===== src/sv/afe_pkg.sv =====
// ----------------------------------------------------------------------------
// afe_pkg: shared types and codes for the aging FIFO
// Operation and status codes, age width and the per-cell control bundle.
// ----------------------------------------------------------------------------
package afe_pkg;

    localparam int AGE_W = 8;

    localparam logic [1:0] OP_INSERT = 2'd0;
    localparam logic [1:0] OP_TICK   = 2'd1;
    localparam logic [1:0] OP_REMOVE = 2'd2;
    localparam logic [1:0] OP_NOP    = 2'd3;

    localparam logic [1:0] STATUS_OK    = 2'd0;
    localparam logic [1:0] STATUS_EMPTY = 2'd1;
    localparam logic [1:0] STATUS_FULL  = 2'd2;

    localparam logic [AGE_W-1:0] MAX_AGE_RESET = 8'd3;
    localparam logic [AGE_W-1:0] AGE_SAT       = 8'd255;

    // Control broadcast to every cell of the chain; at most one bit is set.
    typedef struct packed {
        logic insert;   // fill the first empty cell
        logic tick;     // age every occupied cell
        logic shift;    // advance every cell one place toward the head
    } afe_cell_ctrl_t;

endpackage


===== src/sv/afe_cell.sv =====
// ----------------------------------------------------------------------------
// afe_cell: one entry of the aging FIFO chain
// Holds valid, payload and age; loads from its tail-side neighbor on shift.
// ----------------------------------------------------------------------------
module afe_cell
    import afe_pkg::*;
#(
    parameter int PW = 32
)
(
    input  logic             clk,
    input  logic             rst_n,
    input  afe_cell_ctrl_t   ctrl,
    input  logic [AGE_W-1:0] limit,
    input  logic             prev_valid,
    input  logic [PW-1:0]    ins_title,
    input  logic [PW-1:0]    ins_text,
    input  logic             nxt_valid,
    input  logic [PW-1:0]    nxt_title,
    input  logic [PW-1:0]    nxt_text,
    input  logic [AGE_W-1:0] nxt_age,
    output logic             valid,
    output logic [PW-1:0]    title,
    output logic [PW-1:0]    text,
    output logic [AGE_W-1:0] age
);

    logic             valid_reg, valid_next;
    logic [PW-1:0]    title_reg, title_next;
    logic [PW-1:0]    text_reg, text_next;
    logic [AGE_W-1:0] age_reg, age_next;

    always_comb
    begin
        valid_next = valid_reg;
        title_next = title_reg;
        text_next  = text_reg;
        age_next   = age_reg;
        if (ctrl.shift)
        begin
            valid_next = nxt_valid;
            title_next = nxt_title;
            text_next  = nxt_text;
            age_next   = nxt_age;
        end
        else if (ctrl.insert && !valid_reg && prev_valid)
        begin
            valid_next = 1'b1;
            title_next = ins_title;
            text_next  = ins_text;
            age_next   = '0;
        end
        else if (ctrl.tick && valid_reg && (age_reg < limit))
        begin
            age_next = age_reg + 1'b1;
        end
    end

    always_ff @(posedge clk or negedge rst_n)
    begin
        if (!rst_n)
        begin
            valid_reg <= 1'b0;
        end
        else
        begin
            valid_reg <= valid_next;
        end
    end

    always_ff @(posedge clk)
    begin
        title_reg <= title_next;
        text_reg  <= text_next;
        age_reg   <= age_next;
    end

    assign valid = valid_reg;
    assign title = title_reg;
    assign text  = text_reg;
    assign age   = age_reg;

endmodule


===== src/sv/aging_fifo_with_expiry_core.sv =====
// ----------------------------------------------------------------------------
// aging_fifo_with_expiry_core: bounded FIFO whose entries expire by age
// Insert, age tick and remove over a chain of DEPTH cells, head at cell 0.
// ----------------------------------------------------------------------------
//
//  channel | signals                                   | direction
//  --------+-------------------------------------------+----------
//  in      | in_valid, in_ready, op, title_in, text_in | to core
//  out     | out_valid, out_ready, status, title_out,  | from core
//          | text_out                                  |
//  cfg     | cfg_valid, cfg_ready, cfg_data (max_age)  | to core
//
//  Insert, tick and no-op finish in the cycle their transaction is taken;
//  the result sits in the output register from the following cycle.
//  Remove drops the expired head entries (up to DEPTH), then pops the head
//  or reports empty: the cell chain advances one place per cycle.
//  Reset clears every cell's valid bit and loads max_age with 3.
//  A stalled result holds in the output register; a new transaction is
//  taken only in the idle state while that register is free or being emptied.
//
module aging_fifo_with_expiry_core
    import afe_pkg::*;
#(
    parameter int DEPTH         = 16,
    parameter int PAYLOAD_WIDTH = 32
)
(
    input  logic        clk,
    input  logic        rst_n,
    input  logic        in_valid,
    output logic        in_ready,
    input  logic [1:0]  op,
    input  logic [31:0] title_in,
    input  logic [31:0] text_in,
    output logic        out_valid,
    input  logic        out_ready,
    output logic [1:0]  status,
    output logic [31:0] title_out,
    output logic [31:0] text_out,
    input  logic        cfg_valid,
    output logic        cfg_ready,
    input  logic [7:0]  cfg_data
);

    typedef enum logic {S_IDLE, S_REMOVE} state_t;

    state_t             state_reg;
    logic               out_valid_reg;
    logic [1:0]         status_reg;
    logic [31:0]        title_reg;
    logic [31:0]        text_reg;
    logic [AGE_W-1:0]   max_age_reg;

    logic [DEPTH-1:0]         cell_valid;
    logic [PAYLOAD_WIDTH-1:0] cell_title [DEPTH];
    logic [PAYLOAD_WIDTH-1:0] cell_text  [DEPTH];
    logic [AGE_W-1:0]         cell_age   [DEPTH];

    afe_cell_ctrl_t           ctrl;
    logic                     accept_in;
    logic                     full;
    logic                     head_expired;
    logic [AGE_W-1:0]         limit;
    logic [63:0]              title_wide, text_wide;
    logic [63:0]              head_title_wide, head_text_wide;

    // Mask payloads to the stored width, then back to the 32-bit fields.
    assign title_wide      = {32'b0, title_in};
    assign text_wide       = {32'b0, text_in};
    assign head_title_wide = 64'(cell_title[0]);
    assign head_text_wide  = 64'(cell_text[0]);

    assign full         = cell_valid[DEPTH-1];
    assign head_expired = cell_age[0] > max_age_reg;
    assign limit        = (max_age_reg == AGE_SAT) ? AGE_SAT : max_age_reg + 1'b1;

    assign in_ready  = (state_reg == S_IDLE) && (!out_valid_reg || out_ready);
    assign accept_in = in_valid && in_ready;
    assign cfg_ready = 1'b1;

    assign ctrl.insert = accept_in && (op == OP_INSERT) && !full;
    assign ctrl.tick   = accept_in && (op == OP_TICK);
    // Advance the chain while removing: drops an expired head or pops a fresh one.
    assign ctrl.shift  = (state_reg == S_REMOVE) && cell_valid[0];

    for (genvar i = 0; i < DEPTH; i++)
    begin : g_cell
        logic                     prev_valid;
        logic                     nxt_valid;
        logic [PAYLOAD_WIDTH-1:0] nxt_title, nxt_text;
        logic [AGE_W-1:0]         nxt_age;

        if (i == 0)
        begin : g_first
            assign prev_valid = 1'b1;
        end
        else
        begin : g_rest
            assign prev_valid = cell_valid[i-1];
        end

        if (i == DEPTH - 1)
        begin : g_last
            assign nxt_valid = 1'b0;
            assign nxt_title = '0;
            assign nxt_text  = '0;
            assign nxt_age   = '0;
        end
        else
        begin : g_inner
            assign nxt_valid = cell_valid[i+1];
            assign nxt_title = cell_title[i+1];
            assign nxt_text  = cell_text[i+1];
            assign nxt_age   = cell_age[i+1];
        end

        afe_cell #(
            .PW (PAYLOAD_WIDTH)
        ) u_cell (
            .clk        (clk),
            .rst_n      (rst_n),
            .ctrl       (ctrl),
            .limit      (limit),
            .prev_valid (prev_valid),
            .ins_title  (title_wide[PAYLOAD_WIDTH-1:0]),
            .ins_text   (text_wide[PAYLOAD_WIDTH-1:0]),
            .nxt_valid  (nxt_valid),
            .nxt_title  (nxt_title),
            .nxt_text   (nxt_text),
            .nxt_age    (nxt_age),
            .valid      (cell_valid[i]),
            .title      (cell_title[i]),
            .text       (cell_text[i]),
            .age        (cell_age[i])
        );
    end

    // Sender must write max_age only while nothing is in flight; unchecked here.
    always_ff @(posedge clk or negedge rst_n)
    begin
        if (!rst_n)
        begin
            max_age_reg <= MAX_AGE_RESET;
        end
        else if (cfg_valid && cfg_ready)
        begin
            max_age_reg <= cfg_data;
        end
    end

    // Sequencer and output register.
    always_ff @(posedge clk or negedge rst_n)
    begin
        if (!rst_n)
        begin
            state_reg     <= S_IDLE;
            out_valid_reg <= 1'b0;
            status_reg    <= STATUS_OK;
            title_reg     <= '0;
            text_reg      <= '0;
        end
        else
        begin
            unique case (state_reg)
                S_IDLE:
                begin
                    if (accept_in)
                    begin
                        title_reg <= '0;
                        text_reg  <= '0;
                        unique case (op)
                            OP_INSERT:
                            begin
                                out_valid_reg <= 1'b1;
                                status_reg    <= full ? STATUS_FULL : STATUS_OK;
                            end
                            OP_TICK, OP_NOP:
                            begin
                                out_valid_reg <= 1'b1;
                                status_reg    <= STATUS_OK;
                            end
                            OP_REMOVE:
                            begin
                                // The register is free or being emptied here.
                                out_valid_reg <= 1'b0;
                                state_reg     <= S_REMOVE;
                            end
                        endcase
                    end
                    else if (out_valid_reg && out_ready)
                    begin
                        // Drop the delivered result.
                        out_valid_reg <= 1'b0;
                    end
                end
                S_REMOVE:
                begin
                    priority if (cell_valid[0] && head_expired)
                    begin
                        // Hold: the shift discards the stale head this cycle.
                        state_reg <= S_REMOVE;
                    end
                    else if (cell_valid[0])
                    begin
                        out_valid_reg <= 1'b1;
                        status_reg    <= STATUS_OK;
                        title_reg     <= head_title_wide[31:0];
                        text_reg      <= head_text_wide[31:0];
                        state_reg     <= S_IDLE;
                    end
                    else
                    begin
                        out_valid_reg <= 1'b1;
                        status_reg    <= STATUS_EMPTY;
                        title_reg     <= '0;
                        text_reg      <= '0;
                        state_reg     <= S_IDLE;
                    end
                end
                default:
                begin
                    state_reg <= S_IDLE;
                end
            endcase
        end
    end

    assign out_valid = out_valid_reg;
    assign status    = status_reg;
    assign title_out = title_reg;
    assign text_out  = text_reg;

    // Occupied cells stay packed toward the head.
    a_packed: assert property (@(posedge clk) disable iff (!rst_n)
        (cell_valid & ~{cell_valid[DEPTH-2:0], 1'b1}) == '0)
        else $error("occupied cells not contiguous from head");

    // The output register is always free while a remove is in progress.
    a_remove_out_free: assert property (@(posedge clk) disable iff (!rst_n)
        (state_reg == S_REMOVE) |-> !out_valid_reg)
        else $error("result pending during remove");

    // An accepted insert into a non-full chain adds exactly one entry.
    a_insert_grows: assert property (@(posedge clk) disable iff (!rst_n)
        (accept_in && (op == OP_INSERT) && !full) |=>
        ($countones(cell_valid) == $past($countones(cell_valid)) + 1))
        else $error("insert did not add one entry");

    // A full status is only reported when the last cell was occupied.
    a_full_status: assert property (@(posedge clk) disable iff (!rst_n)
        (accept_in && (op == OP_INSERT)) |=> ((status_reg == STATUS_FULL) == $past(full)))
        else $error("full status mismatch");

endmodule

===== config.mk =====
export PLATFORM = sky130hd
export DESIGN_NAME = aging_fifo_with_expiry_core
export DESIGN_NICKNAME = d
export VERILOG_FILES = /design/src/sv/afe_pkg.sv /design/src/sv/afe_cell.sv /design/src/sv/aging_fifo_with_expiry_core.sv
export SDC_FILE = /design/constraint.sdc
export NUM_CORES = 2
export LEC_CHECK = 0
export ABC_AREA = 1
export CORE_MARGIN = 2
export CORE_UTILIZATION = 35
export DETAILED_ROUTE_END_ITERATION = 8
export DONT_BUFFER_PORTS = 1
export GPL_TIMING_DRIVEN = 0
export PLACE_DENSITY_LB_ADDON = 0.05
export SYNTH_ARGS = -nofsm -noshare
export SYNTH_HDL_FRONTEND = slang
export SYNTH_SLANG_ARGS = --single-unit

===== constraint.sdc =====
create_clock -name clk -period 3.32 [get_ports clk]
set_input_delay 0.332 -clock clk [delete_from_list [all_inputs] [get_ports clk]]
set_output_delay 0.332 -clock clk [all_outputs]
set_load 0.02 [all_outputs]

# Yosys cells after proc, flatten, opt, wreduce, memory -nomap -nowiden
# Index checks and enable logic that the tools add are counted.
totals:
  ramBits: 0
  ff_bits: 1244
  latch_bits: 0
  out_inout_bits: 69
  romBits: 0
  mem_count: 0
classes:
  magnitude_cmp: 17
  eq_ne: 8
  shift: 0
  addsub: 17
  reduce_logical: 127
  div: 0
  bitwise: 1
  n_mux: 160
  mul: 0
op_table:
  columns: ["operator", "count"]
  rows:
  - ["$mux 32", 65]
  - ["$mux 8", 46]
  - ["$add 8x1->8 const B", 17]
  - ["$lt 8x8->1", 16]
  - ["$pmux 32 s2", 2]
  - ["$logic_and 1x1->1", 71]
  - ["$reduce_bool 3->1", 15]
  - ["$mux 1", 39]
  - ["$reduce_bool 2->1", 16]
  - ["$logic_not 1->1", 17]
  - ["$eq 8x8->1 const B", 1]
  - ["$gt 8x8->1", 1]
  - ["$pmux 2 s2", 2]
  - ["$mux 2", 3]
  - ["$pmux 1 s2", 3]
  - ["$eq 2x2->1 const B", 2]
  - ["$ne 2x2->1 const B", 2]
  - ["$reduce_and 2->1", 2]
  - ["$reduce_or 2->1", 2]
  - ["$ne 3x1->1 const B", 1]
  - ["$ne 3x2->1 const B", 1]
  - ["$reduce_and 3->1", 1]
  - ["$reduce_or 3->1", 1]
  - ["$eq 2x1->1 const B", 1]
  - ["3 further kinds", 3]

# Logic depth before layout (Yosys ltp)
logic_depth:
  word_depth: 10
  depth_mapped: 16
  ltp_nobuf: 16

# Cells and area by module
# A second synthesis with hierarchy kept.
hier_totals:
  hier_cells: 6422
  hier_area_um2: 59544.6
modules_own_cells:
  columns: ["mod", "area_each_um2", "n_inst", "cells_per_inst"]
  rows:
  - ["afe_cell (g_cell[0].u_cell ...)", 3458.3, 9, 368]
  - ["afe_cell (g_cell[3].u_cell ...)", 3453.3, 7, 367]
  - ["aging_fifo_with_expiry_core", 4246.6, 1, 541]

# Worst setup path before layout
# No wires, ideal clock.
synth_path:
  path_type: "register -> register"
  startpoint: "reg out_valid_reg, in the netlist out_valid"
  endpoint: "reg g_cell[0].u_cell.age_reg[0], enable pin"
  setup_slack_ns: -0.460
  t_required_ns: 2.990
  setup_ns: 0.330
  path_stages_with_launch: 9
  t_arrival_ns: 3.450
  path_cell_list: "dfrtp_1 -> a21oi_4 -> nand2_4 -> inv_2 -> nand4_4 -> buf_4 -> o21ai_2 -> inv_2 -> nand2_1"
synth_between:
  elab_chain_cells: 8
synth_rtl:
  columns: ["item", "line_no", "rtl"]
  rows:
  - ["start: declaration", "aging_fifo_with_expiry_core.sv:48", "logic out_valid_reg;"]
  - ["start signal: assignment", "aging_fifo_with_expiry_core.sv:157", "out_valid_reg <= 1'b0;"]
  - ["start signal: assignment", "aging_fifo_with_expiry_core.sv:174", "out_valid_reg <= 1'b1;"]
  - ["start signal: assignment", "aging_fifo_with_expiry_core.sv:179", "out_valid_reg <= 1'b1;"]
  - ["$logic_not 1->1 (*)", "aging_fifo_with_expiry_core.sv:77", "assign in_ready = (state_reg == S_IDLE) && (!out_valid_reg || out_ready);"]
  - ["$logic_or 1x1->1 (*)", "aging_fifo_with_expiry_core.sv:77", null]
  - ["$logic_and 1x1->1 (*)", "aging_fifo_with_expiry_core.sv:77", null]
  - ["named net in_ready", "aging_fifo_with_expiry_core.sv:31", "output logic in_ready,"]
  - ["$logic_and 1x1->1 (*)", "aging_fifo_with_expiry_core.sv:78", "assign accept_in = in_valid && in_ready;"]
  - ["$logic_and 1x1->1 (on tied branches)", "aging_fifo_with_expiry_core.sv:82, aging_fifo_with_expiry_core.sv:81", null]
  - ["$logic_and 1x1->1 (on tied branches)", "afe_cell.sv:53, aging_fifo_with_expiry_core.sv:81", null]
  - ["$logic_and 1x1->1 (on tied branches)", "afe_cell.sv:53, afe_cell.sv:46", null]
  - ["$reduce_bool 3->1 (no source line) (*)", null, null]
  - ["end signal: assignment", "afe_cell.sv:75", "age_reg <= age_next;"]
  - ["end: declaration", "afe_cell.sv:31", "logic [AGE_W-1:0] age_reg, age_next;"]
# The timed path passes the listed nets; every way through them passes the cells marked *.
# A chain may end at the register's enable or synchronous reset.

# Worst setup path after layout
layout_path:
  startpoint: "reg out_valid_reg, in the netlist out_valid"
  endpoint: "reg g_cell[6].u_cell.title_reg[11], enable pin"
layout_between:
  elab_chain_cells: 9
layout_rtl:
  columns: ["item", "line_no", "rtl"]
  rows:
  - ["$logic_not 1->1", "aging_fifo_with_expiry_core.sv:77", null]
  - ["$logic_or 1x1->1", "aging_fifo_with_expiry_core.sv:77", null]
  - ["$logic_and 1x1->1", "aging_fifo_with_expiry_core.sv:77", null]
  - ["named net in_ready", "aging_fifo_with_expiry_core.sv:31", null]
  - ["$logic_and 1x1->1", "aging_fifo_with_expiry_core.sv:78", null]
  - ["$logic_and 1x1->1 (2 in series)", "aging_fifo_with_expiry_core.sv:81", "assign ctrl.insert = accept_in && (op == OP_INSERT) && !full;"]
  - ["$logic_and 1x1->1 (2 in series)", "afe_cell.sv:46", "else if (ctrl.insert && !valid_reg && prev_valid)"]
  - ["$reduce_bool 2->1 (no source line)", null, null]
  - ["end signal: assignment", "afe_cell.sv:73", "title_reg <= title_next;"]
  - ["end: declaration", "afe_cell.sv:29", "logic [PW-1:0] title_reg, title_next;"]
# The timed path passes the listed nets, and every way through them passes these cells.

==> results.txt <==
Cells after DPL -> 6886
GRT overflow -> 0
Final worst path period need -> 3.20 ns
1st-pass router iterations -> 5
Syn-to-layout area delta -> 17.0%
Cell Chain, Critical Path -> a21oi_4 > nand2_4 > inv_2 > nand4_4 > buf_4 > nor3_1 > nor2_1 > inv_4 > buf_16
Max-slew headroom -> 24.4%
CP delay by family, top -> buffers and inverters
P per Cell Area -> 807 mW/mm²
Worst setup margin -> 0.117 ns
CP peak stage delay -> 0.50 ns
Die footprint -> 0.154 mm²
Distinct cells, synth -> 42
Ys Warns -> 0
Pleak -> 0.0240 µW
Drt drc -> 0
Initial antenna violation count -> 15
Initial DRC count -> 2309
Syn Area/Cell -> 10.9 µm²
Fin nets -> 5290
Hold WC Path Type -> input port to flop
FF/Latch Area -> 0.0362 mm²
Critical path data arrival time -> 3.64 ns
Fmax achieved -> 312 MHz
CTS Buffer Depth -> 3
Status -> finished, final reports clean
Clk slew on worst S/H paths -> 0.05 ns
Drt via density -> 4.81
Req. time, crit path -> 3.75 ns
Share of layout cells above drive strength 1 -> 8.58%
CTS tree -> built
Core area -> 0.150 mm²
Async S/R FF share, synth -> 7.40%
Die Wd -> 392 µm
DP HPWL -> 102000 µm
CP max-delay cell -> dfrtp_1
Critical path startpoint category -> flop
H-tree Lvls -> 4
Routed len/inst -> 21.0 µm
IO Port Bufs -> 0
Pin count of the biggest net entering global routing -> 93
Maximum Capacitance Violations -> 0
Post-synth EDFFs -> 1080
CP endpoint kind -> flop
Inserted Clock Buffers -> 147
Sequential-to-total area share from yosys stat -> 68.7%
# IOs -> 148
Rows -> 142
Crit share post-route -> 96.5%
Worst Path Class, Setup -> flop to flop
Non-filler cells, final -> 7253
Synthesized Nets -> 5032
Initial Util -> 35.2%
GPL Wtd Cong -> 0.790
Final Hold Viols -> 0
Clock Skew -> 0.0310 ns
First-pass GRT wire length -> 228000 µm
DP Worst Slack -> -0.539 ns
Worst-path fanout max -> 41
Cells after Synth -> 4848
Dominant synthesized flop cell -> edfxtp_1
Final setup vio count -> 0
Clk root buf -> clkbuf_16
FILL cells -> 14700
Buf+Inv Stages, Crit Path -> 4
Max IR drop VDD -> 0.508 mV
Clk sinks -> 1244
Multi-input gate area -> 0.0146 mm²
Synth Cell Area -> 0.0527 mm²
Post-Route WL -> 152000 µm
Worst-Margin Slew -> 1.13 ns
Vias -> 34900
Antenna viol nets, final -> 0
Die H -> 392 µm
Number of storage elements in the synthesis netlist -> 1244
GRT Util Overall -> 20.0%
Number of global-route vias before repair -> 34900
Final max-slew violation count -> 0
Skew-Pair Late Insertion Delay -> 0.79 ns
## path summary, 6_finish.rpt
kind,start,to,slack [ns],cells past startpoint
setup reg to reg,out_valid,g_cell[6].u_cell.title[11],0.12,9
hold reg to reg,g_cell[15].u_cell.text[28],g_cell[15].u_cell.text[28],0.48,2
hold / removal,op[1],status[1],0.1,5
min in group asynchronous,rst_n,max_age_reg[2],0.20,2
max in group asynchronous,rst_n,title_out[9],2.62,2
setup / recovery,out_valid,g_cell[6].u_cell.title[11],0.12,9
## synthesized netlist by cell type (2+ instances only)
library cell	count	share of area, %
a22oi_1	24	0.34
nand2_1	2192	16
xor2_1	49	0.82
buf_1	5	0.036
edfxtp_1	1080	62
o21bai_1	13	0.19
o22ai_1	87	1.0
xnor2_1	16	0.27
nor4_1	5	0.059
nand2_2	5	0.059
nor2_1	116	0.83
dfrtp_1	90	4.3
ha_1	105	2.5
nand4_1	4	0.048
buf_2	73	0.69
a22oi_2	49	1.2
dfstp_2	2	0.10
buf_4	7	0.10
nand3_1	61	0.58
inv_2	7	0.050
dfxtp_1	72	2.7
a21oi_1	64	0.61
inv_1	247	1.8
nand3b_1	30	0.43
buf_6	9	0.19
o21ai_0	217	2.1
clkbuf_1	147	1.0
a31oi_1	3	0.036
nor3_1	53	0.50
o21ai_1	4	0.038
## tightest hold or removal path, cell delays in order
cell and delay, ns:
inv_1 0.06, nor3_1 0.19, nor2_1 0.08, nand2_1 0.09, o21ai_0 0.07
## layer usage
metal  GRT usage (%)  part of all wire, %  wire length [µm]
met5               0               0.0052                 8
met3            3.02                  4.4              6660
met4            4.68                  1.7              2650
met2            31.7                   45             69200
met1            28.9                   48             73900
## layout by cell type, fill, tap and decap left out, types with 24 or more instances in the layout
master,netlist,layout
a21oi_1,64,62
a22oi_1,24,24
a22oi_2,49,49
buf_2,73,70
clkbuf_1,147,187
clkbuf_16,0,149
dfrtp_1,90,90
dfxtp_1,72,72
dlygate4sd3_1,0,78
edfxtp_1,1080,1080
ha_1,105,105
inv_1,247,232
nand2_1,2192,2179
nand3_1,61,60
nand3b_1,30,30
nor2_1,116,113
nor3_1,53,52
o21ai_0,217,216
o22ai_1,87,87
xor2_1,49,49
## cells by family (layout without fill, tap and decap cells)
kind of cell    count (synthesis)  count (layout)  share of synthesized area [%]
fa+ha+maj                     105             105                           2.50
other cells                     1               5                        0.00712
xor+xnor                       65              65                           1.08
flops                        1244            1244                           68.7
compound gates                467             467                           5.58
buf+inv                       495             880                           3.88
simple gates                 2471            2471                           18.2
## metrics by stage
stage | power, µW | TNS, ns | utilization (%) | area, µm² | hold WS, ns
final | 49700 | 0 | 41.2 | 61600 | 0.0965
after floorplan | 29400 | 0 | - | 52700 | 0.0364
after CTS | 50400 | 0 | 41.1 | 61500 | 0.0318
after detailed placement | 34000 | -137.53 | 37.3 | 55800 | 0.0465
after global placement | 33800 | -2449.43 | 36.9 | 55200 | 0.0453
after global routing | 52500 | -0.621 | 41.2 | 61600 | 0.109
## report_power, final
part	switching (µW)	total [µW]	internal (µW)
Clock	6730	16000	9310
Sequential	1300	22800	21500
Combinational	7930	10900	2980
## cell type report
cell class | count | share of cell area, %
Antenna cell | 4 | 0.0162
Tap cell | 2016 | 4.09
Clock inverter | 58 | 0.999
Buffer | 241 | 1.81
Clock buffer | 218 | 6.75
Sequential cell | 1244 | 58.7
Multi-Input combinational cell | 3109 | 23.6
Inverter | 254 | 1.62
Timing Repair Buffer | 109 | 2.34
## repair_timing
item / in CTS / in global routing
hold buffers: 79 / 0
setup endpoints to repair: 836 / 224
buffers inserted: 6 / 2
hold endpoints to repair: 431 / 0
pin swaps: 2 / 3
resized for setup: 13 / 30
Power figures use the tool's default switching activity.
